**src/hw/rtl/dltq_pkg.sv**
```systemverilog
// ----------------------------------------------------------------------------
// dltq_pkg: shared types and constants of the delta-list timer queue
// item layouts, operation and result codes, fixed field widths
// ----------------------------------------------------------------------------
package dltq_pkg;

  localparam int TIME_W = 32;
  localparam int GRAN_W = 16;
  localparam int TAG_W  = 8;
  localparam int KIND_W = 3;
  localparam int FUNC_W = 2;

  // results of one pop item are capped
  localparam int MAX_RESULTS = 16;
  localparam int CNT_W       = $clog2(MAX_RESULTS + 1);
  localparam logic [CNT_W-1:0] MAX_CNT = CNT_W'(MAX_RESULTS);

  // remainder unit: one dividend bit per cycle over time plus delay
  localparam int DIV_W  = TIME_W + 1;
  localparam int DCNT_W = $clog2(DIV_W + 1);
  localparam logic [DCNT_W-1:0] DIV_STEPS = DCNT_W'(DIV_W);

  localparam logic [FUNC_W-1:0] FUNC_REGISTER = 2'd0;
  localparam logic [FUNC_W-1:0] FUNC_TICK     = 2'd1;
  localparam logic [FUNC_W-1:0] FUNC_POP      = 2'd2;

  localparam logic [KIND_W-1:0] KIND_REGISTERED = 3'd0;
  localparam logic [KIND_W-1:0] KIND_POOL_FULL  = 3'd1;
  localparam logic [KIND_W-1:0] KIND_NOT_DUE    = 3'd2;
  localparam logic [KIND_W-1:0] KIND_HEAD_DUE   = 3'd3;
  localparam logic [KIND_W-1:0] KIND_DUE_TASK   = 3'd4;
  localparam logic [KIND_W-1:0] KIND_NONE_DUE   = 3'd5;

  typedef struct packed {
    logic [FUNC_W-1:0] func;
    logic [TIME_W-1:0] current_time;
    logic [TIME_W-1:0] delay;
    logic [TAG_W-1:0]  task_tag;
  } in_item_t;

  typedef struct packed {
    logic [KIND_W-1:0] kind;
    logic [TAG_W-1:0]  due_tag;
    logic              last;
  } out_item_t;

endpackage

```
**src/hw/rtl/delta_list_timer_queue_top.sv**
```systemverilog
// ----------------------------------------------------------------------------
// delta_list_timer_queue_top: delta-list timer queue over a fixed entry pool
// register, tick and pop items on a valid/ready channel, one result register
// ----------------------------------------------------------------------------
// one item at a time; in_ready is high only while the sequencer is idle, and
// the next item may enter while the last result still waits in the output
// register. a register item makes two passes of the shared remainder unit,
// which rounds the deadline to the tick granularity, then one memory read
// per list entry passed in the walk (up to POOL_DEPTH entries). a tick item
// makes one remainder pass on the current time; a pop item unlinks the due
// tasks from the head of the list. the entry stores are undefined until
// written, so there is no clearing pass after reset. a granularity of zero
// behaves as one
module delta_list_timer_queue_top #(
  parameter int POOL_DEPTH = 16,
  parameter int TAG_BITS   = 8
) (
  input  logic                          clk,
  input  logic                          rst_n,
  // input items
  input  logic                          in_valid,
  output logic                          in_ready,
  input  dltq_pkg::in_item_t            in_data,
  // result items
  output logic                          out_valid,
  input  logic                          out_ready,
  output dltq_pkg::out_item_t           out_data,
  // tick granularity register
  input  logic                          cfg_valid,
  output logic                          cfg_ready,
  input  logic [dltq_pkg::GRAN_W-1:0]   cfg_data
);

  // entry index carries a null code one above the last entry
  localparam int IDX_W = $clog2(POOL_DEPTH + 1);
  localparam int AW    = $clog2(POOL_DEPTH);
  localparam int TW    = (TAG_BITS < dltq_pkg::TAG_W) ? TAG_BITS : dltq_pkg::TAG_W;
  localparam int TM    = dltq_pkg::TIME_W;
  localparam int GW    = dltq_pkg::GRAN_W;
  localparam int CW    = dltq_pkg::CNT_W;
  localparam int DW    = dltq_pkg::DIV_W;
  localparam int DCW   = dltq_pkg::DCNT_W;
  localparam logic [IDX_W-1:0] NIL = IDX_W'(POOL_DEPTH);

  typedef enum logic [14:0] {
    S_IDLE     = 15'h0001,
    S_ALLOC    = 15'h0002,
    S_DIV      = 15'h0004,
    S_CALC     = 15'h0008,
    S_SAT      = 15'h0010,
    S_WALK     = 15'h0020,
    S_SUCC_RD  = 15'h0040,
    S_SUCC     = 15'h0080,
    S_WR_E     = 15'h0100,
    S_LINK     = 15'h0200,
    S_TICK     = 15'h0400,
    S_TICK_UPD = 15'h0800,
    S_POP_HEAD = 15'h1000,
    S_POP_TEST = 15'h2000,
    S_EMIT     = 15'h4000
  } state_t;

  // entry stores
  logic [TM-1:0]       delta_mem [POOL_DEPTH];
  logic [TAG_BITS-1:0] tag_mem   [POOL_DEPTH];
  logic [IDX_W-1:0]    link_mem  [POOL_DEPTH];

  logic [TM-1:0]       delta_rd_r;
  logic [TAG_BITS-1:0] tag_rd_r;
  logic [IDX_W-1:0]    link_rd_r;

  logic [IDX_W-1:0]    rd_addr, wr_addr;
  logic                we_delta, we_tag, we_link;
  logic [TM-1:0]       wd_delta;
  logic [IDX_W-1:0]    wd_link;

  // control state
  state_t              state_r, state_nxt;
  logic [IDX_W-1:0]    head_r, head_nxt;
  logic [IDX_W-1:0]    free_r, free_nxt;
  logic [IDX_W-1:0]    fresh_r, fresh_nxt;
  logic [GW-1:0]       gran_r;
  logic                out_valid_r, out_valid_nxt;
  logic                pend_valid_r, pend_valid_nxt;

  // working registers of the current item
  logic [dltq_pkg::FUNC_W-1:0] func_r, func_nxt;
  logic [TM-1:0]       now_r, now_nxt;
  logic [DW-1:0]       sum_r, sum_nxt;
  logic [TAG_BITS-1:0] tag_r, tag_nxt;
  logic [IDX_W-1:0]    e_r, e_nxt;
  logic [IDX_W-1:0]    pred_r, pred_nxt;
  logic [IDX_W-1:0]    cur_r, cur_nxt;
  logic [IDX_W-1:0]    n_r, n_nxt;
  logic [TM-1:0]       rem_r, rem_nxt;
  logic [DW:0]         calc_r, calc_nxt;
  logic [TM-1:0]       base_r, base_nxt;
  logic [GW-1:0]       mod_s_r, mod_s_nxt;
  logic [GW-1:0]       mod_now_r, mod_now_nxt;
  logic [GW-1:0]       div_acc_r, div_acc_nxt;
  logic [DW-1:0]       div_dvd_r, div_dvd_nxt;
  logic [DCW-1:0]      div_cnt_r, div_cnt_nxt;
  logic                div_pass_r, div_pass_nxt;
  logic [CW-1:0]       count_r, count_nxt;
  logic [TAG_BITS-1:0] pend_tag_r, pend_tag_nxt;
  logic [dltq_pkg::KIND_W-1:0] em_kind_r, em_kind_nxt;
  logic [dltq_pkg::TAG_W-1:0]  em_tag_r, em_tag_nxt;
  logic                em_last_r, em_last_nxt;
  dltq_pkg::out_item_t out_data_r, out_data_nxt;

  // shared remainder step
  logic [GW-1:0]       g;
  logic [GW:0]         div_t;
  logic [GW:0]         div_diff;
  logic [GW-1:0]       div_acc_step;

  // scratch arithmetic
  logic [GW-1:0]       adj_s;
  logic [DW:0]         iv_wide;
  logic [TM-1:0]       iv_sat;
  logic [TM-1:0]       succ_delta;
  logic [TM-1:0]       tick_delta;
  logic [IDX_W-1:0]    link_clean;
  logic [IDX_W-1:0]    head_clean;
  logic                in_fire;
  logic                slot_free;

  function automatic logic idx_ok(input logic [IDX_W-1:0] idx);
    return idx < NIL;
  endfunction

  assign in_ready  = (state_r == S_IDLE);
  assign in_fire   = in_valid && in_ready;
  assign cfg_ready = 1'b1;
  assign out_valid = out_valid_r;
  assign out_data  = out_data_r;
  assign slot_free = !out_valid_r || out_ready;

  // zero granularity behaves as one
  assign g = (gran_r == '0) ? GW'(1) : gran_r;

  // restoring remainder, one dividend bit a cycle
  assign div_t        = {div_acc_r, div_dvd_r[DW-1]};
  assign div_diff     = div_t - {1'b0, g};
  assign div_acc_step = (div_t >= {1'b0, g}) ? div_diff[GW-1:0] : div_t[GW-1:0];

  // deadline rounded up, less the current time rounded down
  assign adj_s   = (mod_s_r == '0) ? '0 : (g - mod_s_r);
  assign iv_wide = calc_r - (DW + 1)'(base_r);
  assign iv_sat  = (iv_wide[DW:TM] != '0) ? '1 : iv_wide[TM-1:0];

  assign succ_delta = (delta_rd_r > rem_r) ? (delta_rd_r - rem_r) : '0;
  assign tick_delta = (delta_rd_r > TM'(g)) ? (delta_rd_r - TM'(g)) : '0;
  assign link_clean = idx_ok(link_rd_r) ? link_rd_r : NIL;
  assign head_clean = idx_ok(head_r) ? head_r : NIL;

  always_comb begin
    state_nxt      = state_r;
    head_nxt       = head_r;
    free_nxt       = free_r;
    fresh_nxt      = fresh_r;
    pend_valid_nxt = pend_valid_r;
    func_nxt       = func_r;
    now_nxt        = now_r;
    sum_nxt        = sum_r;
    tag_nxt        = tag_r;
    e_nxt          = e_r;
    pred_nxt       = pred_r;
    cur_nxt        = cur_r;
    n_nxt          = n_r;
    rem_nxt        = rem_r;
    calc_nxt       = calc_r;
    base_nxt       = base_r;
    mod_s_nxt      = mod_s_r;
    mod_now_nxt    = mod_now_r;
    div_acc_nxt    = div_acc_r;
    div_dvd_nxt    = div_dvd_r;
    div_cnt_nxt    = div_cnt_r;
    div_pass_nxt   = div_pass_r;
    count_nxt      = count_r;
    pend_tag_nxt   = pend_tag_r;
    em_kind_nxt    = em_kind_r;
    em_tag_nxt     = em_tag_r;
    em_last_nxt    = em_last_r;
    out_data_nxt   = out_data_r;
    out_valid_nxt  = out_valid_r && !out_ready;

    rd_addr  = cur_r;
    wr_addr  = e_r;
    we_delta = 1'b0;
    we_tag   = 1'b0;
    we_link  = 1'b0;
    wd_delta = rem_r;
    wd_link  = cur_r;

    unique case (state_r)
      S_IDLE: begin
        // link of the free head is read ahead for allocation
        rd_addr = free_r;
        if (in_fire) begin
          func_nxt     = in_data.func;
          now_nxt      = in_data.current_time;
          sum_nxt      = DW'(in_data.current_time) + DW'(in_data.delay);
          tag_nxt      = TAG_BITS'(in_data.task_tag[TW-1:0]);
          div_acc_nxt  = '0;
          div_cnt_nxt  = dltq_pkg::DIV_STEPS;
          case (in_data.func)
            dltq_pkg::FUNC_REGISTER: begin
              div_dvd_nxt  = DW'(in_data.current_time) + DW'(in_data.delay);
              div_pass_nxt = 1'b0;
              if (idx_ok(free_r)) begin
                state_nxt = S_ALLOC;
              end else if (fresh_r < NIL) begin
                e_nxt     = fresh_r;
                fresh_nxt = fresh_r + IDX_W'(1);
                state_nxt = S_DIV;
              end else begin
                em_kind_nxt = dltq_pkg::KIND_POOL_FULL;
                em_tag_nxt  = '0;
                em_last_nxt = 1'b1;
                state_nxt   = S_EMIT;
              end
            end
            dltq_pkg::FUNC_TICK: begin
              div_dvd_nxt  = DW'(in_data.current_time);
              div_pass_nxt = 1'b1;
              state_nxt    = S_DIV;
            end
            dltq_pkg::FUNC_POP: begin
              count_nxt      = '0;
              pend_valid_nxt = 1'b0;
              state_nxt      = S_POP_HEAD;
            end
            default: begin
              // unused selector: item dropped without a result
              state_nxt = S_IDLE;
            end
          endcase
        end
      end

      S_ALLOC: begin
        e_nxt     = free_r;
        free_nxt  = link_clean;
        state_nxt = S_DIV;
      end

      S_DIV: begin
        div_acc_nxt = div_acc_step;
        div_dvd_nxt = {div_dvd_r[DW-2:0], 1'b0};
        div_cnt_nxt = div_cnt_r - DCW'(1);
        if (div_cnt_r == DCW'(1)) begin
          if (!div_pass_r) begin
            // second pass: current time
            mod_s_nxt    = div_acc_step;
            div_acc_nxt  = '0;
            div_dvd_nxt  = DW'(now_r);
            div_cnt_nxt  = dltq_pkg::DIV_STEPS;
            div_pass_nxt = 1'b1;
          end else begin
            mod_now_nxt = div_acc_step;
            state_nxt   = (func_r == dltq_pkg::FUNC_TICK) ? S_TICK : S_CALC;
          end
        end
      end

      S_CALC: begin
        calc_nxt  = (DW + 1)'(sum_r) + (DW + 1)'(adj_s);
        base_nxt  = now_r - TM'(mod_now_r);
        state_nxt = S_SAT;
      end

      S_SAT: begin
        // start of the walk at the list head
        rem_nxt  = iv_sat;
        pred_nxt = NIL;
        cur_nxt  = head_clean;
        n_nxt    = '0;
        rd_addr  = head_r;
        state_nxt = idx_ok(head_r) ? S_WALK : S_WR_E;
      end

      S_WALK: begin
        if (delta_rd_r <= rem_r) begin
          rem_nxt  = rem_r - delta_rd_r;
          pred_nxt = cur_r;
          cur_nxt  = link_clean;
          n_nxt    = n_r + IDX_W'(1);
          rd_addr  = link_rd_r;
          if (idx_ok(link_rd_r) && ((n_r + IDX_W'(1)) < NIL)) begin
            state_nxt = S_WALK;
          end else if (idx_ok(link_rd_r)) begin
            state_nxt = S_SUCC_RD;
          end else begin
            state_nxt = S_WR_E;
          end
        end else begin
          state_nxt = S_SUCC_RD;
        end
      end

      S_SUCC_RD: begin
        rd_addr   = cur_r;
        state_nxt = S_SUCC;
      end

      S_SUCC: begin
        // successor keeps its deadline: its delta drops by the new entry's
        we_delta  = 1'b1;
        wr_addr   = cur_r;
        wd_delta  = succ_delta;
        state_nxt = S_WR_E;
      end

      S_WR_E: begin
        we_delta  = 1'b1;
        we_tag    = 1'b1;
        we_link   = 1'b1;
        wr_addr   = e_r;
        wd_delta  = rem_r;
        wd_link   = cur_r;
        state_nxt = S_LINK;
      end

      S_LINK: begin
        if (idx_ok(pred_r)) begin
          we_link = 1'b1;
          wr_addr = pred_r;
          wd_link = e_r;
        end else begin
          head_nxt = e_r;
        end
        em_kind_nxt = dltq_pkg::KIND_REGISTERED;
        em_tag_nxt  = '0;
        em_last_nxt = 1'b1;
        state_nxt   = S_EMIT;
      end

      S_TICK: begin
        rd_addr = head_r;
        if ((mod_now_r == '0) && idx_ok(head_r)) begin
          state_nxt = S_TICK_UPD;
        end else begin
          em_kind_nxt = dltq_pkg::KIND_NOT_DUE;
          em_tag_nxt  = '0;
          em_last_nxt = 1'b1;
          state_nxt   = S_EMIT;
        end
      end

      S_TICK_UPD: begin
        we_delta    = 1'b1;
        wr_addr     = head_r;
        wd_delta    = tick_delta;
        em_kind_nxt = (tick_delta == '0) ? dltq_pkg::KIND_HEAD_DUE
                                         : dltq_pkg::KIND_NOT_DUE;
        em_tag_nxt  = '0;
        em_last_nxt = 1'b1;
        state_nxt   = S_EMIT;
      end

      S_POP_HEAD: begin
        rd_addr = head_r;
        if ((count_r == dltq_pkg::MAX_CNT) || !idx_ok(head_r)) begin
          em_kind_nxt = pend_valid_r ? dltq_pkg::KIND_DUE_TASK
                                     : dltq_pkg::KIND_NONE_DUE;
          em_tag_nxt  = pend_valid_r ? dltq_pkg::TAG_W'(pend_tag_r[TW-1:0]) : '0;
          em_last_nxt = 1'b1;
          state_nxt   = S_EMIT;
        end else begin
          state_nxt = S_POP_TEST;
        end
      end

      S_POP_TEST: begin
        if (delta_rd_r != '0) begin
          em_kind_nxt = pend_valid_r ? dltq_pkg::KIND_DUE_TASK
                                     : dltq_pkg::KIND_NONE_DUE;
          em_tag_nxt  = pend_valid_r ? dltq_pkg::TAG_W'(pend_tag_r[TW-1:0]) : '0;
          em_last_nxt = 1'b1;
          state_nxt   = S_EMIT;
        end else if (pend_valid_r) begin
          // another due task follows: the held one is not the last
          em_kind_nxt = dltq_pkg::KIND_DUE_TASK;
          em_tag_nxt  = dltq_pkg::TAG_W'(pend_tag_r[TW-1:0]);
          em_last_nxt = 1'b0;
          state_nxt   = S_EMIT;
        end else begin
          // unlink the head and push it onto the free list
          head_nxt       = link_clean;
          free_nxt       = head_r;
          we_link        = 1'b1;
          wr_addr        = head_r;
          wd_link        = free_r;
          pend_tag_nxt   = tag_rd_r;
          pend_valid_nxt = 1'b1;
          count_nxt      = count_r + CW'(1);
          state_nxt      = S_POP_HEAD;
        end
      end

      S_EMIT: begin
        if (slot_free) begin
          out_valid_nxt        = 1'b1;
          out_data_nxt.kind    = em_kind_r;
          out_data_nxt.due_tag = em_tag_r;
          out_data_nxt.last    = em_last_r;
          pend_valid_nxt       = 1'b0;
          state_nxt            = em_last_r ? S_IDLE : S_POP_HEAD;
        end
      end

      default: begin
        state_nxt = S_IDLE;
      end
    endcase
  end

  // entry stores, registered read
  always_ff @(posedge clk) begin
    if (we_delta) begin
      delta_mem[wr_addr[AW-1:0]] <= wd_delta;
    end
    delta_rd_r <= delta_mem[rd_addr[AW-1:0]];
  end

  always_ff @(posedge clk) begin
    if (we_tag) begin
      tag_mem[wr_addr[AW-1:0]] <= tag_r;
    end
    tag_rd_r <= tag_mem[rd_addr[AW-1:0]];
  end

  always_ff @(posedge clk) begin
    if (we_link) begin
      link_mem[wr_addr[AW-1:0]] <= wd_link;
    end
    link_rd_r <= link_mem[rd_addr[AW-1:0]];
  end

  // control state
  always_ff @(posedge clk) begin
    if (!rst_n) begin
      state_r      <= S_IDLE;
      head_r       <= NIL;
      free_r       <= NIL;
      fresh_r      <= '0;
      gran_r       <= GW'(10);
      out_valid_r  <= 1'b0;
      pend_valid_r <= 1'b0;
    end else begin
      state_r      <= state_nxt;
      head_r       <= head_nxt;
      free_r       <= free_nxt;
      fresh_r      <= fresh_nxt;
      out_valid_r  <= out_valid_nxt;
      pend_valid_r <= pend_valid_nxt;
      if (cfg_valid) begin
        gran_r <= cfg_data;
      end
    end
  end

  // working registers
  always_ff @(posedge clk) begin
    func_r     <= func_nxt;
    now_r      <= now_nxt;
    sum_r      <= sum_nxt;
    tag_r      <= tag_nxt;
    e_r        <= e_nxt;
    pred_r     <= pred_nxt;
    cur_r      <= cur_nxt;
    n_r        <= n_nxt;
    rem_r      <= rem_nxt;
    calc_r     <= calc_nxt;
    base_r     <= base_nxt;
    mod_s_r    <= mod_s_nxt;
    mod_now_r  <= mod_now_nxt;
    div_acc_r  <= div_acc_nxt;
    div_dvd_r  <= div_dvd_nxt;
    div_cnt_r  <= div_cnt_nxt;
    div_pass_r <= div_pass_nxt;
    count_r    <= count_nxt;
    pend_tag_r <= pend_tag_nxt;
    em_kind_r  <= em_kind_nxt;
    em_tag_r   <= em_tag_nxt;
    em_last_r  <= em_last_nxt;
    out_data_r <= out_data_nxt;
  end

endmodule
```
**config.mk**
```make
export PLATFORM = sky130hd
export DESIGN_NAME = delta_list_timer_queue_top
export DESIGN_NICKNAME = d
export VERILOG_FILES = /design/src/hw/rtl/dltq_pkg.sv /design/src/hw/rtl/delta_list_timer_queue_top.sv
export SDC_FILE = /design/constraint.sdc
export NUM_CORES = 2
export LEC_CHECK = 0
export BUFFER_PORTS_ARGS = -buffer_cell sky130_fd_sc_hd__buf_2
export CORE_MARGIN = 2
export CORE_UTILIZATION = 45
export CTS_CLUSTER_DIAMETER = 100
export DETAILED_ROUTE_END_ITERATION = 12
export MAX_ROUTING_LAYER = met4
export PLACE_DENSITY = 0.64
export SLEW_MARGIN = 10
export SYNTH_ARGS = -nofsm -noshare
export SYNTH_HDL_FRONTEND = slang
export SYNTH_SLANG_ARGS = --single-unit
```
**constraint.sdc**
```tcl
create_clock -name clk -period 6.5 [get_ports clk]
set_clock_uncertainty 0.1 [all_clocks]
set_input_delay 1.95 -clock clk [delete_from_list [all_inputs] [get_ports clk]]
set_output_delay 1.95 -clock clk [all_outputs]
set_load 0.03 [all_outputs]
```
; Yosys cells after proc, flatten, opt, wreduce, memory -nomap -nowiden
; Memory sizes are Yosys's and may differ from the RTL's. A register that Yosys moved wholly into a read port is not among the register bits.
; Index checks and enable logic that the tools add are counted.
[word_totals]
latchBits = 0
memories = 3
register_bits = 366
in_bits = 95
mem_bits_rw = 720
romBits = 0
out_inout_bits = 15
elab_cells = 273
[op_classes]
reduce_logical = 46
div_mod_pow = 0
n_shift = 0
bitwise = 4
eq_ne = 37
n_mul = 0
n_lt_le_gt_ge = 10
add_sub_neg = 13
n_mux = 128
[memory_table]
columns = memory, words, word_bits, read_ports, rd_clocked_by_memory_dff, wr, line_no
row1 = delta_mem, 16, 32, 1, 1, 1, delta_list_timer_queue_top.sv:64  ; logic [TM-1:0] delta_mem [POOL_DEPTH];
row2 = tag_mem, 16, 8, 1, 1, 1, delta_list_timer_queue_top.sv:65  ; logic [TAG_BITS-1:0] tag_mem [POOL_DEPTH];
row3 = link_mem, 16, 5, 1, 1, 1, delta_list_timer_queue_top.sv:66  ; logic [IDX_W-1:0] link_mem [POOL_DEPTH];
[ops]
columns = cell, n
row1 = 15-bit case mux with 14 select lines, 1
row2 = 15-bit 2-to-1 mux, 11
row3 = 33-bit case mux with 2 select lines, 2
row4 = 32-bit 2-to-1 mux, 4
row5 = 32-bit case mux with 2 select lines, 2
row6 = 5-bit 2-to-1 mux, 21
row7 = 33-bit 2-to-1 mux, 3
row8 = 16-bit 2-to-1 mux, 6
row9 = 5-bit case mux with 2 select lines, 8
row10 = 8-bit 2-to-1 mux, 9
row11 = 32-bit by 16-bit subtractor with 32-bit output, 2
row12 = 32-bit subtractor, 2
row13 = 16-bit logical NOT, 3
row14 = 15-bit case mux with 3 select lines, 1
row15 = 8-bit case mux with 5 select lines, 1
row16 = 33-bit by 16-bit adder with 34-bit output, 1
row17 = 34-bit by 32-bit subtractor with 34-bit output, 1
row18 = 32-bit by 32-bit adder with 33-bit output, 1
row19 = 32-bit by 16-bit greater-than comparator with 1-bit output, 1
row20 = 32-bit greater-than comparator, 1
row21 = 32-bit <= comparator, 1
row22 = 32-bit logical NOT, 1
row23 = 16-bit case mux with 2 select lines, 1
row24 = 32-bit nonzero test, 1
row25 = other kinds (58), 153

; Logic depth before layout (Yosys ltp)
[logic_depth]
word_depth = 7
mapped_depth = 25
mapped_depth_nobuf = 24

; Least setup slack after synthesis
; No wires, ideal clock.
[synth_path]
path_type = input to register
startpoint = input in_data[73] (netlist bit)
endpoint = register div_dvd_r[0], enable pin
setup_time_ps = 469
required_time_ps = 5931
stages = 2
t_arrival_ps = 4514
n_path_buf = 1
path_slack_ps = 1417
cell_sequence = clkbuf_1 o21ai_0
[synth_via]
elab_chain_cells = 3
elab_cells_between_ends = 4
classes_between = eq/ne: 2 / reduce/logical: 2
[synth_rtl]
columns = item, line_no
row1 = "start, declared", delta_list_timer_queue_top.sv:23  ; input dltq_pkg::in_item_t in_data,
row2 = 2-bit by 1-bit equality test with 1-bit output or 2-bit logical NOT (tied branches), delta_list_timer_queue_top.sv:207  ; case (in_data.func)
row3 = 3-bit by 1-bit inequality test with 1-bit output (no source line) *, n/a
row4 = 3-bit AND reduction (no source line) *, n/a
row5 = "end signal, assigned", delta_list_timer_queue_top.sv:480  ; div_dvd_r <= div_dvd_nxt;
row6 = "end, declared", delta_list_timer_queue_top.sv:101  ; logic [DW-1:0] div_dvd_r, div_dvd_nxt;
; Mark *: on every way between the ends. The rest lies on a longest branch, timed or not.
; A chain may end at the register's enable or synchronous reset.

; Worst setup path in the final report
[layout_path]
startpoint = register delta_rd_r[11], read port of delta_mem
endpoint = register delta_rd_r[14], read port of delta_mem
[layout_via]
elab_chain_cells = 3
[layout_rtl]
columns = item, line_no
row1 = "start, declared", delta_list_timer_queue_top.sv:68  ; logic [TM-1:0] delta_rd_r;
row2 = 32-bit <= comparator, delta_list_timer_queue_top.sv:284  ; if (delta_rd_r <= rem_r) begin
row3 = 4-bit 2-to-1 mux, delta_list_timer_queue_top.sv:284
row4 = 4-bit case mux with 3 select lines, delta_list_timer_queue_top.sv:196  ; unique case (state_r)
; Every way passes these cells.

==> results.cfg <==
[global_route]
antenna_found_initial = 7
grt_max_degree = 92
grt_overflow_total = 0
grt_pass1_wl_um = 231000
grt_pass1_vias = 37800
track_usage_pct = 24.6

[detailed_routing]
drtAntennaViolNets = 0
drt_iter0_markers = 3860
via_per_inst = 5.88
drt-total-wl_um = 153000
vias = 38400
first_pass_iters = 6
drc = 0
wl_per_cell_um = 23.5

[placed_design]
dp_slack_ps = 574
gp_congestion = 0.905
post_dp_cell_area_sq_mm = 0.0589
io_buffers = 108
post-dp-hpwl_um = 104000

[final_layout]
drive_gt1_share_pct = 12.9
final_nets = 5111
layout_common_cells = edfxtp_1 (1,038), nand2_1 (511), nor2_1 (274), a21oi_1 (242), inv_1 (226)
final_area_sq_mm = 0.0628
syn2layout_area_growth_pct = 12.2
final_common_cell = edfxtp_1

[cts]
cts_hold_buf = 0
cts_tree = done
post-cts-setup-buffers = 0
clock_latency_ps = 750
clkTransAtPathRegs_ps = 70
cts_root_buf = clkbuf_16
numCtsBuffers = 115
ctsHtreeMaxLevel = 3
cts.sinks = 1131
cts_resized = 0
clockBufferDepth = 3

[worst_setup_path]
cp.required_ps = 6890
cp-start-kind = flip-flop
crit_type = flip-flop to flip-flop
cp.depth = 14
cp_top_family = simple AND/OR/NAND/NOR gates
worst_path_max_delay_cell = nor4_1
rrSetupSlack_ps = 490
path_cells = inv_1, ha_1, nand4_1, nor2_1, nand4_1, nand2_1, o211a_1, o21a_1, a21boi_4, buf_4, buf_4, nand2_1, and3_1, nor4_1
path_buf_inv = 3
critPathMaxStageDelay_ps = 1050
endpoint_kind = flip-flop
reg2regPathDepth = 14
path_max_fanout = 20
cp.arrival_ps = 6400

[logic_synthesis]
ys_types = 96
ys_seq_area_share_pct = 59.1
synth_area_sq_mm = 0.0559
synth_ff_type = edfxtp_1
synth_warnings = 0
synth_edf_count = 1038
synth_nets = 4986
syn_inst = 4670
ys_ff_latch = 1131
avgSynthCellArea_sq_um = 12.0
synthArstFlopShare_pct = 0

[run]
maxCapViolCount = 0

[min_path]
worstHoldPathCells = 0
hp-class = flip-flop to flip-flop

[floorplanning]
start_util_pct = 45.3
die_h_um = 357
die_x_um = 357
io_pins = 110
dieArea_sq_mm = 0.127
rows = 129
core_area_sq_mm = 0.123

[status]
status = finished clean

[sta]
worstMarginPinSlew_ps = 1270
relSlewSlack_pct = 14.5
hold-worst-slack_ps = 319
hold_viol = 0
max_freq_ghz = 0.166
final-max-slew-violation-count = 0
tns_ps = 0
worst_slack_ps = 486
setup_violations = 0
rsz0062_at_grt = no
finalCritPeriodShare_pct = 92.5
min_period_ps = 6010

[pwr]
powerDensity_mw_per_mm2 = 270
peakVddDrop_mv = 0.221
leakagePower_nw = 23.3
sequential cells by signal, summed over array words and instances (netlist names), 33 cells and up:
register	cells
tag_mem	128
div_dvd_r	33
sum_r	33
calc_r	34
link_mem	80
delta_mem	512
worst reg2reg max path, stage by stage, from the launching register on:
cell and delay, ps:
dfxtp_1 530, inv_1 90, ha_1 550, nand4_1 340, nor2_1 370, nand4_1 210, nand2_1 290, o211a_1 300
o21a_1 280, a21boi_4 740, buf_4 380, buf_4 330, nand2_1 80, and3_1 160, nor4_1 1060
final timing paths:
check,start,to
max reg2reg,delta_rd_r[11],delta_rd_r[14]
min,em_kind_r[2],out_data[11]
max,delta_rd_r[11],delta_rd_r[14]
min reg2reg,em_kind_r[2],out_data[11]
Yosys cell counts (all sizes together) (70+ instances only):
library cell	n	area (sq um)
buf	70	397
clkbuf	175	657
xor2	80	701
nor4	71	513
dfxtp	93	1860
xnor2	147	1290
a32o	90	901
a21o	82	623
a21oi	243	1220
mux2	103	1160
nor2	293	1100
nand3	77	390
a211oi	83	623
and3	90	568
edfxtp	1038	31200
o21ai	155	776
mux2i	114	1140
nand2	513	1930
ha	212	2650
nor3	76	413
inv	227	852
layout make-up:
| cell class | count | area (sq um) |
|---|---|---|
| diodes | 1 | 2.50 |
| clock buffers | 154 | 3230 |
| clock inverters | 65 | 623 |
| fillers | 10700 | 60700 |
| inverters | 228 | 857 |
| multi-input cells | 3066 | 21200 |
| flip-flops and latches | 1131 | 33000 |
| well taps | 1637 | 2050 |
| repair buffers | 253 | 1760 |
metal layers:
layer / GRT usage, % / wire (um) / part of all wire (%)
met4: 8.62 / 5170 / 3.4
met3: 3.84 / 12000 / 7.8
met1: 32.4 / 64800 / 42
met5: - / 0 / 0
met2: 38.7 / 71500 / 47
cells by family after synthesis:
logic type / synth area share [%]
mux: 4.11
xor+xnor: 3.56
buf+inv: 3.41
compound gates: 12.9
other cells: 0.00671
simple gates: 11.8
flops: 59.1
fa+ha+maj: 5.07
per-stage QoR:
step	utilization (%)	instances	total power, W
6_report	50.8	6535	0.0170
5_1_grt	50.8	6535	0.0175
4_1_cts	50.8	6534	0.0170
3_5_place_dp	47.7	6315	0.0104
3_3_place_gp	47.7	6314	0.0104
2_1_floorplan	-	4670	0.00968
report_power, final:
group / leakage, nW / switching (W) / internal, W / total (W)
sequential: 10.3 / 0.0000886 / 0.00806 / 0.00814
combinational: 11.2 / 0.00134 / 0.000804 / 0.00215
clock: 1.89 / 0.00292 / 0.00375 / 0.00667
Power figures use the tool's default switching activity.
